## config.mk

```make
export PLATFORM = sky130hd
export DESIGN_NAME = spi_target_register_file_top_flat
export DESIGN_NICKNAME = d
export VERILOG_FILES = /design/src/design/strf_pkg.sv /design/src/design/strf_channels.sv /design/src/design/strf_cfg_regs.sv /design/src/design/strf_core.sv /design/src/design/spi_target_register_file_top.sv /design/src/flat_wrapper.sv
export VERILOG_INCLUDE_DIRS = /design/src /design/src/design
export SDC_FILE = /design/constraint.sdc
export NUM_CORES = 1
export LEC_CHECK = 0
export ABC_AREA = 1
export BUFFER_PORTS_ARGS = -buffer_cell sky130_fd_sc_hd__buf_2
export CAP_MARGIN = 25
export CORE_ASPECT_RATIO = 0.6
export CORE_MARGIN = 2
export CORE_UTILIZATION = 55
export DETAILED_ROUTE_END_ITERATION = 6
export PLACE_DENSITY = 0.77
export SETUP_SLACK_MARGIN = 0.1
export SYNTH_ARGS = -nofsm -noshare
export SYNTH_HDL_FRONTEND = slang
export SYNTH_SLANG_ARGS = --single-unit
```

## constraint.sdc

```tcl
create_clock -name clk_i -period 6.49 [get_ports clk_i]
set_clock_uncertainty 0.1 [all_clocks]
set_input_delay 0.3245 -clock clk_i [delete_from_list [all_inputs] [get_ports clk_i]]
set_output_delay 0.3245 -clock clk_i [all_outputs]
set_load 0.05 [all_outputs]
```

## src/design/assert_macros.svh

```systemverilog
// Assertion macros shared by the design files.
`ifndef ASSERT_MACROS_SVH
`define ASSERT_MACROS_SVH
`ifndef SYNTHESIS
`define ASSERT_CLK(lbl, clk, rst_n, prop, msg) \
  lbl: assert property (@(posedge clk) disable iff (!rst_n) (prop)) \
    else $error(msg);
`define ASSERT_HOLDS(lbl, clk, rst_n, cond, msg) \
  lbl: assert property (@(posedge clk) disable iff (!rst_n) (cond)) \
    else $error(msg);
`else
`define ASSERT_CLK(lbl, clk, rst_n, prop, msg)
`define ASSERT_HOLDS(lbl, clk, rst_n, cond, msg)
`endif
`endif

```

## src/design/strf_pkg.sv

```systemverilog
// Types, constants and helper functions of the SPI target register file.
package strf_pkg;

  localparam int REG_COUNT = 32;
  localparam int IDX_W     = $clog2(REG_COUNT);
  localparam int BYTE_W    = 8;
  localparam int FLAG_W    = 5;
  localparam int ADDR_W    = 3;
  localparam int CFG_IDX_W = 3;

  localparam logic [BYTE_W-1:0] OPCODE_MASK = 8'b1100_0001;
  localparam logic [BYTE_W-1:0] ADDR_MASK   = 8'b0011_1110;

  localparam logic [IDX_W-1:0] TOGGLE_IDX_A = IDX_W'(8'h05);
  localparam logic [IDX_W-1:0] TOGGLE_IDX_B = IDX_W'(8'h0A);
  localparam logic [IDX_W-1:0] TOGGLE_IDX_C = IDX_W'(8'h0B);
  localparam logic [IDX_W-1:0] TOGGLE_IDX_D = IDX_W'(8'h0F);

  typedef enum logic [CFG_IDX_W-1:0] {
    CFG_WRITE_CODE   = 3'd0,
    CFG_OWN_ADDRESS  = 3'd1,
    CFG_FLAG_INDEX   = 3'd2,
    CFG_ENABLE_CODE  = 3'd3,
    CFG_DISABLE_CODE = 3'd4
  } cfg_reg_e;

  typedef enum logic {
    OP_SELECT = 1'b0,
    OP_BYTE   = 1'b1
  } op_e;

  typedef struct packed {
    logic [BYTE_W-1:0] write_code;
    logic [ADDR_W-1:0] own_address;
    logic [FLAG_W-1:0] flag_index;
    logic [BYTE_W-1:0] enable_code;
    logic [BYTE_W-1:0] disable_code;
  } cfg_t;

  typedef struct packed {
    logic              op;
    logic [BYTE_W-1:0] rx_byte;
  } in_item_t;

  typedef struct packed {
    logic              drive_out;
    logic              reply_valid;
    logic [BYTE_W-1:0] reply_byte;
    logic              frame_done;
    logic              next_valid;
    logic [ADDR_W-1:0] next_addr;
  } out_item_t;

  function automatic logic is_toggle_index(input logic [IDX_W-1:0] idx);
    return (idx == TOGGLE_IDX_A) || (idx == TOGGLE_IDX_B) ||
           (idx == TOGGLE_IDX_C) || (idx == TOGGLE_IDX_D);
  endfunction

endpackage

```

## src/design/strf_channels.sv

```systemverilog
// Handshake channel interfaces for byte events and result transactions.
interface strf_in_if;
  logic       valid;
  logic       ready;
  logic       op;
  logic [7:0] rx_byte;

  modport source (output valid, output op, output rx_byte, input ready);
  modport sink (input valid, input op, input rx_byte, output ready);
endinterface

interface strf_out_if;
  logic       valid;
  logic       ready;
  logic       drive_out;
  logic       reply_valid;
  logic [7:0] reply_byte;
  logic       frame_done;
  logic       next_valid;
  logic [2:0] next_addr;

  modport source (output valid, output drive_out, output reply_valid, output reply_byte,
                  output frame_done, output next_valid, output next_addr, input ready);
  modport sink (input valid, input drive_out, input reply_valid, input reply_byte,
                input frame_done, input next_valid, input next_addr, output ready);
endinterface

```

## src/design/strf_cfg_regs.sv

```systemverilog
// Configuration registers of the SPI target register file.
module strf_cfg_regs (
  input  logic                          clk_i,
  input  logic                          rst_ni,
  input  logic                          cfg_we_i,
  input  logic [strf_pkg::CFG_IDX_W-1:0] cfg_idx_i,
  input  logic [strf_pkg::BYTE_W-1:0]    cfg_wdata_i,
  output strf_pkg::cfg_t                 cfg_o
);
  import strf_pkg::*;

  cfg_t cfg_q;

  always_ff @(posedge clk_i or negedge rst_ni) begin
    if (!rst_ni) begin
      cfg_q.write_code   <= '0;
      cfg_q.own_address  <= '0;
      cfg_q.flag_index   <= '0;
      cfg_q.enable_code  <= BYTE_W'(1);
      cfg_q.disable_code <= '0;
    end else if (cfg_we_i) begin
      case (cfg_reg_e'(cfg_idx_i))
        CFG_WRITE_CODE:   cfg_q.write_code   <= cfg_wdata_i;
        CFG_OWN_ADDRESS:  cfg_q.own_address  <= cfg_wdata_i[ADDR_W-1:0];
        CFG_FLAG_INDEX:   cfg_q.flag_index   <= cfg_wdata_i[FLAG_W-1:0];
        CFG_ENABLE_CODE:  cfg_q.enable_code  <= cfg_wdata_i;
        CFG_DISABLE_CODE: cfg_q.disable_code <= cfg_wdata_i;
        default: ;
      endcase
    end
  end

  assign cfg_o = cfg_q;

endmodule

```

## src/design/strf_core.sv

```systemverilog
// Frame state, register store and per-event decode of the SPI target.
`include "assert_macros.svh"
module strf_core (
  input  logic                clk_i,
  input  logic                rst_ni,
  input  strf_pkg::cfg_t      cfg_i,
  input  logic                fire_i,
  input  strf_pkg::in_item_t  item_i,
  output strf_pkg::out_item_t result_o
);
  import strf_pkg::*;

  typedef enum logic [1:0] {
    PH_OPCODE = 2'd0,
    PH_INDEX  = 2'd1,
    PH_XFER   = 2'd2
  } phase_e;

  localparam logic [8:0] LAST_IDX = 9'(REG_COUNT - 1);

  phase_e            phase_q, phase_d;
  logic [1:0]        cnt_q, cnt_d;
  logic [BYTE_W-1:0] opc_q, opc_d;
  logic [IDX_W-1:0]  idx_q, idx_d;
  logic              chk_q, chk_d;
  logic              drv_q, drv_d;
  logic [BYTE_W-1:0] store_q [REG_COUNT];
  logic [REG_COUNT-1:0] nz_q;

  logic              store_we;
  logic              flag_clr;
  logic              skip;
  logic [IDX_W-1:0]  cur_idx;
  logic [IDX_W:0]    nxt_idx;
  logic [FLAG_W:0]   flag_pos;
  logic [IDX_W-1:0]  flag_idx;
  logic              flag_nz;
  logic [8:0]        read_code;
  logic [BYTE_W-1:0] rx;
  out_item_t         res;

  assign rx        = item_i.rx_byte;
  assign read_code = {1'b0, cfg_i.write_code} + 9'd1;
  assign flag_pos  = {1'b0, cfg_i.flag_index} + (FLAG_W + 1)'(1);
  assign flag_idx  = IDX_W'(flag_pos);

  always_comb begin
    phase_d  = phase_q;
    cnt_d    = cnt_q;
    opc_d    = opc_q;
    idx_d    = idx_q;
    chk_d    = chk_q;
    drv_d    = drv_q;
    store_we = 1'b0;
    flag_clr = 1'b0;
    skip     = 1'b0;
    cur_idx  = idx_q;
    nxt_idx  = '0;
    flag_nz  = 1'b0;
    res      = '0;
    if (item_i.op == OP_SELECT) begin
      phase_d = PH_OPCODE;
      cnt_d   = '0;
      drv_d   = 1'b0;
    end else begin
      if (cnt_q != 2'd3) begin
        cnt_d = cnt_q + 2'd1;
      end
      if (cnt_d == 2'd1) begin
        opc_d = rx & OPCODE_MASK;
        if (!chk_q || ((rx & ADDR_MASK) >> 1) == {5'b0, cfg_i.own_address}) begin
          phase_d = PH_INDEX;
          drv_d   = 1'b1;
        end else begin
          drv_d = 1'b0;
        end
      end else if (cnt_d == 2'd2 && phase_q == PH_INDEX) begin
        if ({1'b0, rx} < LAST_IDX) begin
          idx_d = IDX_W'(rx);
        end else begin
          idx_d = IDX_W'(LAST_IDX);
        end
        phase_d = PH_XFER;
        if (opc_q == cfg_i.write_code) begin
          skip = 1'b1;
        end
      end
      if (!skip && phase_d == PH_XFER) begin
        cur_idx = idx_d;
        if ({1'b0, opc_d} == read_code) begin
          res.reply_valid = 1'b1;
          res.reply_byte  = store_q[cur_idx];
        end else if (opc_d == cfg_i.write_code) begin
          if (is_toggle_index(cur_idx)) begin
            if (rx == cfg_i.enable_code) begin
              chk_d = 1'b1;
            end else if (rx == cfg_i.disable_code) begin
              chk_d = 1'b0;
            end
          end else begin
            store_we = 1'b1;
          end
        end
        nxt_idx = {1'b0, cur_idx} + (IDX_W + 1)'(1);
        if (32'(nxt_idx) >= REG_COUNT) begin
          idx_d          = '0;
          res.frame_done = 1'b1;
          if (store_we && cur_idx == flag_idx) begin
            flag_nz = (rx != '0);
          end else begin
            flag_nz = nz_q[flag_idx];
          end
          if (32'(flag_pos) < REG_COUNT && flag_nz) begin
            flag_clr       = 1'b1;
            res.next_valid = 1'b1;
            res.next_addr  = store_q[0][ADDR_W-1:0];
          end
        end else begin
          idx_d = nxt_idx[IDX_W-1:0];
        end
      end
    end
    res.drive_out = drv_d;
  end

  always_ff @(posedge clk_i or negedge rst_ni) begin
    if (!rst_ni) begin
      phase_q <= PH_OPCODE;
      cnt_q   <= '0;
      opc_q   <= '0;
      idx_q   <= '0;
      chk_q   <= 1'b0;
      drv_q   <= 1'b0;
      nz_q    <= '0;
      for (int i = 0; i < REG_COUNT; i++) begin
        store_q[i] <= '0;
      end
    end else if (fire_i) begin
      phase_q <= phase_d;
      cnt_q   <= cnt_d;
      opc_q   <= opc_d;
      idx_q   <= idx_d;
      chk_q   <= chk_d;
      drv_q   <= drv_d;
      if (store_we) begin
        store_q[cur_idx] <= rx;
        nz_q[cur_idx]    <= (rx != '0);
      end
      if (flag_clr) begin
        store_q[flag_idx] <= '0;
        nz_q[flag_idx]    <= 1'b0;
      end
    end
  end

  assign result_o = res;

  `ASSERT_HOLDS(a_xfer_drives, clk_i, rst_ni,
    phase_q != PH_XFER || drv_q, "transfer phase without driven line")
  `ASSERT_CLK(a_done_wraps, clk_i, rst_ni,
    fire_i && res.frame_done |=> idx_q == '0, "index did not wrap at completion")
  `ASSERT_CLK(a_flag_cleared, clk_i, rst_ni,
    fire_i && res.next_valid |=> !nz_q[$past(flag_idx)], "flag register not cleared")

endmodule

```

## src/design/spi_target_register_file_top.sv

```systemverilog
// Top level of the SPI target register file with input and result registers.
//
//  channel  dir  handshake     payload
//  in_ch    in   valid/ready   op, rx_byte
//  out_ch   out  valid/ready   drive_out, reply_valid, reply_byte, frame_done,
//                              next_valid, next_addr
//  cfg      in   cfg_we_i      cfg_idx_i, cfg_wdata_i
//
// Byte events are decoded at one transaction per clock while the result side is not stalled.
// An input transaction reaches the result through the input register, then the result register.
// The combinational decode logic between them reads the store at the index and at entry zero.
// Reset clears the frame state, the register store and the valid flags of both pipeline stages.
// A stalled result holds the result register; an empty input register still takes one more item.
`include "assert_macros.svh"
module spi_target_register_file_top (
  input  logic                           clk_i,
  input  logic                           rst_ni,
  strf_in_if.sink                        in_ch,
  strf_out_if.source                     out_ch,
  input  logic                           cfg_we_i,
  input  logic [strf_pkg::CFG_IDX_W-1:0] cfg_idx_i,
  input  logic [strf_pkg::BYTE_W-1:0]    cfg_wdata_i
);
  import strf_pkg::*;

  cfg_t      cfg;
  in_item_t  s1_item_q;
  logic      s1_valid_q;
  out_item_t result;
  out_item_t out_q;
  logic      out_valid_q;
  logic      advance;
  logic      in_fire;

  assign advance     = s1_valid_q && (!out_valid_q || out_ch.ready);
  assign in_ch.ready = !s1_valid_q || advance;
  assign in_fire     = in_ch.valid && in_ch.ready;

  strf_cfg_regs u_cfg (
    .clk_i       (clk_i),
    .rst_ni      (rst_ni),
    .cfg_we_i    (cfg_we_i),
    .cfg_idx_i   (cfg_idx_i),
    .cfg_wdata_i (cfg_wdata_i),
    .cfg_o       (cfg)
  );

  strf_core u_core (
    .clk_i    (clk_i),
    .rst_ni   (rst_ni),
    .cfg_i    (cfg),
    .fire_i   (advance),
    .item_i   (s1_item_q),
    .result_o (result)
  );

  always_ff @(posedge clk_i or negedge rst_ni) begin
    if (!rst_ni) begin
      s1_valid_q <= 1'b0;
    end else if (in_ch.ready) begin
      s1_valid_q <= in_ch.valid;
    end
  end

  always_ff @(posedge clk_i) begin
    if (in_fire) begin
      s1_item_q.op      <= in_ch.op;
      s1_item_q.rx_byte <= in_ch.rx_byte;
    end
  end

  always_ff @(posedge clk_i or negedge rst_ni) begin
    if (!rst_ni) begin
      out_valid_q <= 1'b0;
    end else if (advance) begin
      out_valid_q <= 1'b1;
    end else if (out_ch.ready) begin
      out_valid_q <= 1'b0;
    end
  end

  always_ff @(posedge clk_i) begin
    if (advance) begin
      out_q <= result;
    end
  end

  assign out_ch.valid       = out_valid_q;
  assign out_ch.drive_out   = out_q.drive_out;
  assign out_ch.reply_valid = out_q.reply_valid;
  assign out_ch.reply_byte  = out_q.reply_byte;
  assign out_ch.frame_done  = out_q.frame_done;
  assign out_ch.next_valid  = out_q.next_valid;
  assign out_ch.next_addr   = out_q.next_addr;

  `ASSERT_CLK(a_advance_loads, clk_i, rst_ni, advance |=> out_valid_q, "result register not loaded")
  `ASSERT_HOLDS(a_ready_low_full, clk_i, rst_ni, in_ch.ready || s1_valid_q, "input stalled while empty")
  `ASSERT_CLK(a_stage_holds, clk_i, rst_ni, s1_valid_q && !advance |=> s1_valid_q, "input stage item dropped")

endmodule

```

## src/flat_wrapper.sv

```systemverilog
// flat-port wrapper written by rule: the top's interface ports become plain ports
module spi_target_register_file_top_flat import strf_pkg::*;
  (clk_i, rst_ni, cfg_we_i, cfg_idx_i, cfg_wdata_i, in_ch_valid, in_ch_op, in_ch_rx_byte, in_ch_ready, out_ch_valid, out_ch_drive_out, out_ch_reply_valid, out_ch_reply_byte, out_ch_frame_done, out_ch_next_valid, out_ch_next_addr, out_ch_ready);
  strf_in_if in_ch_i ();
  strf_out_if out_ch_i ();
  input  logic clk_i;
  input  logic rst_ni;
  input  logic cfg_we_i;
  input  logic [strf_pkg::CFG_IDX_W-1:0] cfg_idx_i;
  input  logic [strf_pkg::BYTE_W-1:0] cfg_wdata_i;
  input wire logic [$bits(in_ch_i.valid)-1:0] in_ch_valid;
  input wire logic [$bits(in_ch_i.op)-1:0] in_ch_op;
  input wire logic [$bits(in_ch_i.rx_byte)-1:0] in_ch_rx_byte;
  output wire logic [$bits(in_ch_i.ready)-1:0] in_ch_ready;
  output wire logic [$bits(out_ch_i.valid)-1:0] out_ch_valid;
  output wire logic [$bits(out_ch_i.drive_out)-1:0] out_ch_drive_out;
  output wire logic [$bits(out_ch_i.reply_valid)-1:0] out_ch_reply_valid;
  output wire logic [$bits(out_ch_i.reply_byte)-1:0] out_ch_reply_byte;
  output wire logic [$bits(out_ch_i.frame_done)-1:0] out_ch_frame_done;
  output wire logic [$bits(out_ch_i.next_valid)-1:0] out_ch_next_valid;
  output wire logic [$bits(out_ch_i.next_addr)-1:0] out_ch_next_addr;
  input wire logic [$bits(out_ch_i.ready)-1:0] out_ch_ready;
  assign in_ch_i.valid = in_ch_valid;
  assign in_ch_i.op = in_ch_op;
  assign in_ch_i.rx_byte = in_ch_rx_byte;
  assign in_ch_ready = in_ch_i.ready;
  assign out_ch_valid = out_ch_i.valid;
  assign out_ch_drive_out = out_ch_i.drive_out;
  assign out_ch_reply_valid = out_ch_i.reply_valid;
  assign out_ch_reply_byte = out_ch_i.reply_byte;
  assign out_ch_frame_done = out_ch_i.frame_done;
  assign out_ch_next_valid = out_ch_i.next_valid;
  assign out_ch_next_addr = out_ch_i.next_addr;
  assign out_ch_i.ready = out_ch_ready;
  spi_target_register_file_top u_core (.clk_i(clk_i), .rst_ni(rst_ni), .in_ch(in_ch_i), .out_ch(out_ch_i), .cfg_we_i(cfg_we_i), .cfg_idx_i(cfg_idx_i), .cfg_wdata_i(cfg_wdata_i));
endmodule
```

After elaboration in Yosys (flattened, before gate mapping). Cells that the tools add are included.

Logic and storage cells: 201. Bits in registers: 365.

Multiplexer cells: 68. Bitwise logic cells: 8. Equality and inequality tests: 20. $lt $le $gt $ge: 12. $add $sub $neg: 4. Reductions and logical operators: 35.

Operators by type and width (count): 256-bit 2-to-1 mux (3); 256-bit AND (1); 256-bit bitwise mux (1); 256-bit NOT (1); 32-bit 2-to-1 mux (3); 8-bit demux with 5-bit select (2); 8-bit 2-to-1 mux (6); 5-bit 2-to-1 mux (9); 8-bit binary-select mux with 5-bit select (1); 32-bit AND (1); 32-bit bitwise mux (1); 8-bit equality test (4); 32-bit NOT (1); 1-bit 2-to-1 mux (29); 6-bit greater-or-equal comparator (second input constant) (4); 5-bit NOT with 6-bit output (3); 2-bit 2-to-1 mux (8); 5-bit by 4-bit equality test with 1-bit output (second input constant) (3); 2-bit AND reduction (7); 5-bit by 1-bit adder with 6-bit output (second input constant) (2); 5-bit by 6-bit less-than comparator with 1-bit output (second input constant) (2); 6-bit by 1-bit less-than comparator with 1-bit output (second input constant) (2); 1-bit demux with 5-bit select (2); 5-bit by 1-bit greater-or-equal comparator with 1-bit output (second input constant) (2); 27 further kinds (49).

Depth between registers and ports, before layout. Gate-level depths: netlist (run 1).

Word-level depth: 28. Mapped depth: 23. Mapped depth without buffers: 19.

Hierarchy. A second synthesis (run 1) with hierarchy kept.

Cell total of the unflattened synthesis: 3403. Area, all modules: 23507.5 µm².

By module, submodules not included: strf_core (cells an instance 3217, instances 1, area each 21385.5 µm²); strf_cfg_regs (cells an instance 150, instances 1, area each 1306.3 µm²); spi_target_register_file_top (cells an instance 36, instances 1, area each 815.8 µm²).

Worst setup path after synthesis (run 1). No wires, ideal clock.

Path type: reg-to-reg. Start point: register u_core.u_cfg.cfg_q, in the netlist u_core.u_cfg.cfg_o[16]. End point: register u_core.out_q, in the netlist u_core.out_ch.next_valid, data pin. Arrival time: 2821 ps. Required time: 6129 ps. Path buffers: 4. Setup slack: 3308 ps. Stages on the path, launching flop included: 17. Cell sequence: dfrtp_1 clkbuf_1 clkinv_1 ha_1 inv_1 clkbuf_1 o21ai_0 o21ai_0 nand2_1 a21oi_1 o21ai_0 nand2_1 inv_1 nor2_1 nor2_4 buf_6 buf_4.

Word-level cells in the longest chain between the ends: 9.

RTL lines: from (decl) (RTL line strf_cfg_regs.sv:12) `cfg_t cfg_q;`; 5-bit by 1-bit adder with 6-bit output (*) (RTL line strf_core.sv:44) `assign flag_pos = {1'b0, cfg_i.flag_index} + (FLAG_W + 1)'(1);`; 1-bit binary-select mux with 5-bit select or 5-bit equality test (tied branches) (RTL line strf_core.sv:111, strf_core.sv:108); 1-bit 2-to-1 mux (not written as such) or 1-bit logical AND (tied branches) (RTL line strf_core.sv:111, strf_core.sv:108); 1-bit 2-to-1 mux (RTL line strf_core.sv:108) `if (store_we && cur_idx == flag_idx) begin`; 1-bit 2-to-1 mux (RTL line strf_core.sv:105) `if (32'(nxt_idx) >= REG_COUNT) begin`; 1-bit 2-to-1 mux (RTL line strf_core.sv:88) `if (!skip && phase_d == PH_XFER) begin`; 1-bit 2-to-1 mux (RTL line strf_core.sv:61) `if (item_i.op == OP_SELECT) begin`; 1-bit logical AND (*) (RTL line strf_core.sv:113) `if (32'(flag_pos) < REG_COUNT && flag_nz) begin`; 4-bit 2-to-1 mux (*) (RTL line strf_core.sv:113); to (signal assigned) (RTL line spi_target_register_file_top.sv:84) `out_q <= result;`; to (decl) (RTL line spi_target_register_file_top.sv:30) `out_item_t out_q;`.

Every way passes the cells marked *; elsewhere a longest branch is shown, timed or not. The select of a mux whose other input is x is not followed. A chain may end at the register's enable or synchronous reset.

Worst setup path after layout (run 1).
Start point: register u_core.s1_item_q[1] (netlist bit). End point: register u_core.u_core.store_q[85] (netlist bit).

Word-level cells in the longest chain between the ends: 25.

RTL lines: from (decl) (RTL line spi_target_register_file_top.sv:27) `in_item_t s1_item_q;`; 8-bit by 5-bit less-than comparator with 1-bit output (RTL line strf_core.sv:78) `if ({1'b0, rx} < LAST_IDX) begin`; 5-bit 2-to-1 mux (RTL line strf_core.sv:78); 5-bit 2-to-1 mux (RTL line strf_core.sv:77) `end else if (cnt_d == 2'd2 && phase_q == PH_INDEX) begin`; 5-bit 2-to-1 mux (RTL line strf_core.sv:69) `if (cnt_d == 2'd1) begin`; 5-bit 2-to-1 mux (RTL line strf_core.sv:61); 5-bit by 3-bit equality test with 1-bit output or 5-bit by 4-bit equality test with 1-bit output (tied branches) (RTL line strf_pkg.sv:55) `return (idx == TOGGLE_IDX_A) || (idx == TOGGLE_IDX_B) ||`; 1-bit logical OR (2 in series) (RTL line strf_pkg.sv:55); 1-bit logical OR (RTL line strf_pkg.sv:56) `(idx == TOGGLE_IDX_C) || (idx == TOGGLE_IDX_D);`; [... 8 more ...]; 1-bit 2-to-1 mux (RTL line strf_core.sv:88); 1-bit 2-to-1 mux (RTL line strf_core.sv:61); 1-bit logical AND (RTL line strf_core.sv:113); 1-bit 2-to-1 mux (RTL line strf_core.sv:113); 1-bit 2-to-1 mux (RTL line strf_core.sv:105); 1-bit 2-to-1 mux (RTL line strf_core.sv:88); 1-bit 2-to-1 mux (RTL line strf_core.sv:61); 256-bit 2-to-1 mux (*) (RTL line strf_core.sv:149) `if (flag_clr) begin`; to (signal, indexed assignment) (RTL line strf_core.sv:146) `store_q[cur_idx] <= rx;`; to (decl) (RTL line strf_core.sv:27) `logic [BYTE_W-1:0] store_q [REG_COUNT];`.

Marks and branches as above.

==> results of run 1 <==
worst paths after layout:
kind	start	to	slack, ns
max	u_core.s1_item_q[1]	u_core.u_core.store_q[85]	1.67
min	cfg_wdata_i[4]	u_core.u_cfg.cfg_o[4]	0.02
max reg2reg	u_core.s1_item_q[1]	u_core.u_core.store_q[85]	1.67
min reg2reg	u_core.u_core.store_q[228]	u_core.u_core.store_q[228]	0.38
max in group asynchronous	rst_ni	u_core.u_core.store_q[115]	4.69
min in group asynchronous	rst_ni	u_core.u_core.store_q[52]	0.26
worst max-delay path: stages, from the launching register on:
cell and delay, ns:
edfxtp_1 0.83, buf_4 0.44, nand2_1 0.09, nor2_1 0.17, nor2_2 0.07, nand2_1 0.09, nand2_2 0.38, inv_2 0.29
nand2_2 0.28, nor3_4 0.25, ha_1 0.21, inv_1 0.08, nand3_4 0.15, nor2_1 0.09, nand2_1 0.07, nand2_1 0.08
nor2_4 0.10, buf_12 0.42, nand3_4 0.28, nand2_1 0.13, nand2_1 0.06
area by class of cell:
cell class	count	share of cell area
clock inverters	9	0.00186
repair buffers	89	0.0270
multi-input cells	2641	0.478
flip-flops and latches	365	0.362
clock buffers	60	0.0461
inverters	384	0.0567
well taps	579	0.0284
logic make-up after synthesis:
group | count (synthesis) | synth area share
simple gates | 2324 | 0.416
flops | 365 | 0.388
buf+inv | 578 | 0.102
fa+ha+maj | 7 | 0.00367
xor+xnor | 35 | 0.0128
compound gates | 275 | 0.0776
per-stage QoR:
stage	std cells	utilization	hold slack, ns	total power [mW]
finish	4127	0.592	0.0222	7.54
global route	4127	0.592	0.0628	7.82
CTS	4125	0.591	0.00112	7.43
detailed placement	4040	0.559	0.292	5.23
global placement	4039	0.559	0.290	5.20
floorplan	3584	-	-0.0711	4.34
metal layers:
layer,vias to the layer above,routed length (um),GRT usage
met3,157,8910,0.105
met5,-,96,0.0143
met2,1012,28200,0.448
met1,10200,31800,0.461
met4,4,1800,0.0941
li1,10900,-,-
cells in the mapped netlist (27+ instances only):
cell	count	area share
a31oi_1	27	0.0071
buf_1	29	0.0046
buf_2	45	0.0094
clkbuf_1	92	0.014
dfrtp_1	340	0.36
inv_1	377	0.059
nand2_1	1557	0.24
nand3_1	69	0.014
nand3_4	52	0.038
nor2_1	571	0.090
o211ai_1	63	0.020
o21ai_0	80	0.017
o221ai_1	63	0.023
report_power, final:
group          total (mW)  switching [mW]  leakage (nW)  internal, mW
combinational        2.82            2.15          8.65         0.665
clock                2.22           0.976         0.609          1.25
sequential           2.50          0.0944          4.79          2.40
registers in the layout (all words and copies together), names as in the netlist, 2 cells and up:
signal	flops
u_core.u_core.nz_q	32
u_core.out_ch.next_addr	3
u_core.u_core.idx_q	5
u_core.u_core.opc_q	8
u_core.out_ch.reply_byte	8
u_core.u_core.cnt_q	2
u_core.u_core.store_q	256
u_core.s1_item_q	9
u_core.u_cfg.cfg_o	32
u_core.u_core.phase_q	2
timing repair:
action,4_1_cts,5_1_grt
hold buffers,16,0
hold endpoints to repair,99,0
buffers inserted,0,0
==> impl_results.md, run 1 <==
- Status: finished, final reports clean
- Worst-path clk slew: 0.06 ns
- Total Routed Length: around 71 mm
- Register-to-Register Path Depth: 20
- WL per Instance: between 15 and 20 um
- Primary FF master, synth: dfrtp_1
- Final worst path period need: a little under 5 ns
- Die Wd: 273 um
- Syn_nets: about 3,600
- Root Driver: clkbuf_16
- CP Launch Type: register
- Final TNS setup: 0 ns
- Full die area: 0.0452 mm2
- CP Capture Type: register
- Cts bufs inserted: 38
- IO Pins: 42
- Register area: roughly 0.009 mm2
- Hold Path Class: input pin to register
- Async S/R FF share, synth: 0.934
- Port Buffers: a little over 40
- Netlist cell types: 47
- Hold depth: 3
- Clock Latency Late Sink: 0.57 ns
- Pin count of the biggest net entering global routing: 196
- WS Path Type: register to register
- Detailed-route vias per instance: 5.39
- Post-route ant nets: 0
- Max-Cap Viols: 0
- Initial Util: 0.554
- Area Overhead vs Synth: 6.96%
- Area of the multi-input gates: 0.0122 mm2
- CTS tree: done
- Placed Area: around 0.024 mm2
- Nets: about 3,600
- Headroom to the max-slew limit: 0.269
- Vias: ~22,000
- Dpl ws: approximately 1.8 ns
- Period utilization: 0.743
- Syn avg cell area: approximately 6.7 um2
- Peak supply drop: 0.247 mV
- Clock buffer depth: 3
- Starting DRT DRC Count: 2,772
- Post-synth EDFFs: 24
- Final HPWL DP: approximately 45 mm
- Final max-slew violation count: 0
- Max Fanout on Critical Path: a little under 60
- Commonest non-fill, non-tap cells in the layout: nand2_1 (1,555), nor2_1 (571), inv_1 (377)
- Routability cong.: around 0.95
- Pwr Density: just under 300 mW/mm2
- Commonest non-fill, non-tap cell in the layout: nand2_1
- Post-Syn Instances: approximately 3,600
- Warnings, synthesis: 0
- Vias in the first global route: 20,300
- CP arrival: 5.17 ns
- Post-route DRC: 0
- Detailed Routing Iterations Pass 1: 6
- RSZ-0062 raised after global routing: false
- Initial antenna violation count: 1
- Max Fclk: about 210 MHz
- Sequential share of the synthesized area: 0.388
- Final instance area: between 0.02 and 0.03 mm2
- Cell Rows: 59
- Final Hold Vio Count: 0
- # clock sinks: ~370
- Die extent in y: 165 um
- Synthesized cell area: between 0.02 and 0.025 mm2
- H-tree levels: 2
- GRT Total Usage: 0.319
- #FFs+latches synth: roughly 370
- # resized after CTS: 0
- First-pass GRT wire length: 113 mm
- Static Leak: around 14 nW
- GRT Residual Overflow: 0
- WP data required: between 6 and 7 ns
- Setup-failing EPs final: 0
- Share of post-route cells with drive strength above 1: 0.0693
- FILL cells: just over 4,000
- Worst-Margin Slew: around 1.1 ns
- Diode count: 0
- PnR worst setup slack: roughly 1.7 ns
- CORE AREA: 0.0431 mm2
Power figures use the tool's default switching activity.
==> run 2, diff against run 1 <==
Settings changed: PLACE_DENSITY 0.77 to 0.8.
Clock period 6.49 ns to 4.35 ns, I/O delays scaled along.
==> impl_results.md, run 2 (synthesis results as in run 1) <==
- Status: finished, final reports clean
- Initial Util: 0.554
- Period utilization: 0.906
- Dpl ws: 0.538 ns
- WP data required: approximately 4.7 ns
- Headroom to the max-slew limit: 0.246
- Post-route DRC: 0
- Max-Cap Viols: 0
- Clock share of power: 0.293
- Cts bufs inserted: 38
- Worst-path clk slew: around 0.07 ns
- Comb pwr share: 0.373
- Routability cong.: slightly below 1
- Hold Path Class: input pin to register
- Detailed Routing Iterations Pass 1: 7
- Final Hold Vio Count: 0
- Max reg flops: 256
- Vias in the first global route: 20,100
- Pin count of the biggest net entering global routing: 162
- CORE AREA: 0.0431 mm2
- Nets: ~3,600
- H-tree levels: 2
- Area Overhead vs Synth: 7.61%
- Die extent in y: 165 um
- Detailed-route vias per instance: 5.43
- GRT Residual Overflow: 0
- Seq pwr share: 0.334
- PnR worst setup slack: between 0.4 and 0.5 ns
- Max Fclk: around 250 MHz
- Worst-Margin Slew: between 1 and 1.5 ns
- CP Launch Type: register
- CP arrival: between 4 and 5 ns
- Final worst path period need: 3.94 ns
- CTS tree: done
- Most flop-heavy register: u_core.u_core.store_q
- # clock sinks: between 300 and 400
- Root Driver: clkbuf_16
- Clock buffer depth: 3
- Commonest non-fill, non-tap cell in the layout: nand2_1
- Switching share of total power: 0.421
- Clock Latency Late Sink: roughly 0.56 ns
- Cell Rows: 59
- RSZ-0062 raised after global routing: false
- Max Fanout on Critical Path: 17
- Fin util: 0.596
- Static Leak: ~14 nW
- CP Capture Type: register
- WL per Instance: ~17 um
- Pwr Density: 433 mW/mm2
- GRT Total Usage: 0.310
- Commonest non-fill, non-tap cells in the layout: nand2_1 (1,555), nor2_1 (571), inv_1 (377)
- First-pass GRT wire length: approximately 110 mm
- Full die area: between 0.04 and 0.05 mm2
- WS Path Type: register to register
- Power, Total: 11.1 mW
- Starting DRT DRC Count: roughly 3,300
- Post-route ant nets: 0
- Setup-failing EPs final: 0
- Final TNS setup: 0 ns
- Port Buffers: approximately 40
- Initial antenna violation count: 1
- Final HPWL DP: 45.0 mm
- IO Pins: 42
- # resized after CTS: 0
- Die Wd: between 200 and 300 um
- Pint: about 6.4 mW
- Vias: roughly 23,000
- Placed Area: roughly 0.024 mm2
- Share of post-route cells with drive strength above 1: 0.0739
- Total Routed Length: 69.1 mm
- Final max-slew violation count: 0
- Peak supply drop: roughly 0.32 mV
- Net Sw Power: roughly 4.7 mW
- Final instance area: 0.0257 mm2
## run 2: timing repair
| action | in CTS | in global routing |
|---|---|---|
| setup endpoints to repair | 0 | 2 |
| buffers inserted | 0 | 0 |
| hold buffers | 22 | 0 |
| endpoints found under the hold margin | 124 | 0 |
## run 2: critical path: stages (launching register included)
cell	delay, ns
edfxtp_1	0.57
buf_4	0.32
nand2_1	0.08
nand2_1	0.06
nor2_1	0.04
nand2_1	0.04
nand2_1	0.04
nand2_1	0.14
nand3_2	0.11
nor2_4	0.27
nand2_2	0.28
nand2_1	0.14
nand2_1	0.17
nor2_4	0.52
nand3_2	0.48
nand2_1	0.16
nand2_1	0.06
nor2_1	0.12
nand2_1	0.05
nand2_1	0.07
## run 2: layout make-up
type	instances	area [um2]
multi-input combinational	2641	12200
timing repair buffer	111	871
fill	3879	17400
tap	579	724
clock buffer	46	1020
inverter	384	1450
sequential	365	9260
clock inverter	23	178
antenna	2	5.00
## run 2: per-layer routing
layer | part of all wire | vias up | GRT usage | wire [um]
met3 | 0.13 | 122 | 0.0695 | 8870
met4 | 0.020 | 0 | 0.0715 | 1350
li1 | - | 10900 | - | -
met1 | 0.45 | 10300 | 0.475 | 30900
met2 | 0.41 | 1224 | 0.441 | 28000
met5 | 0 | - | 0 | 0
## run 2: through the flow
step	hold WS [ns]	instances
6_report	0.0711	4151
5_1_grt	0.0981	4149
4_1_cts	0.0417	4148
3_5_place_dp	0.171	4057
3_3_place_gp	0.169	4057
2_1_floorplan	-0.178	3584
## run 2: worst paths after layout
kind / depth (start not counted) / slack, ns / endpoint / startpoint
setup / recovery: 19 / 0.41 / u_core.u_core.store_q[239] / u_core.s1_item_q[1]
max in group asynchronous: 3 / 2.92 / u_core.u_core.store_q[162] / rst_ni
setup reg to reg: 19 / 0.41 / u_core.u_core.store_q[239] / u_core.s1_item_q[1]
hold reg to reg: 2 / 0.38 / u_core.u_core.store_q[79] / u_core.u_core.store_q[79]
min in group asynchronous: 2 / 0.13 / u_core.u_core.store_q[57] / rst_ni
hold / removal: 3 / 0.07 / u_core.u_cfg.cfg_o[22] / cfg_idx_i[0]
## run 2: power by group through the flow
stage | registers (mW) | logic (mW) | clock network, mW
2_1_floorplan | 3.79 | 2.69 | 0
3_3_place_gp | 3.77 | 3.95 | 0
3_5_place_dp | 3.77 | 3.97 | 0
4_1_cts | 3.71 | 4.00 | 3.30
5_1_grt | 3.73 | 4.41 | 3.44
6_report | 3.72 | 4.15 | 3.26
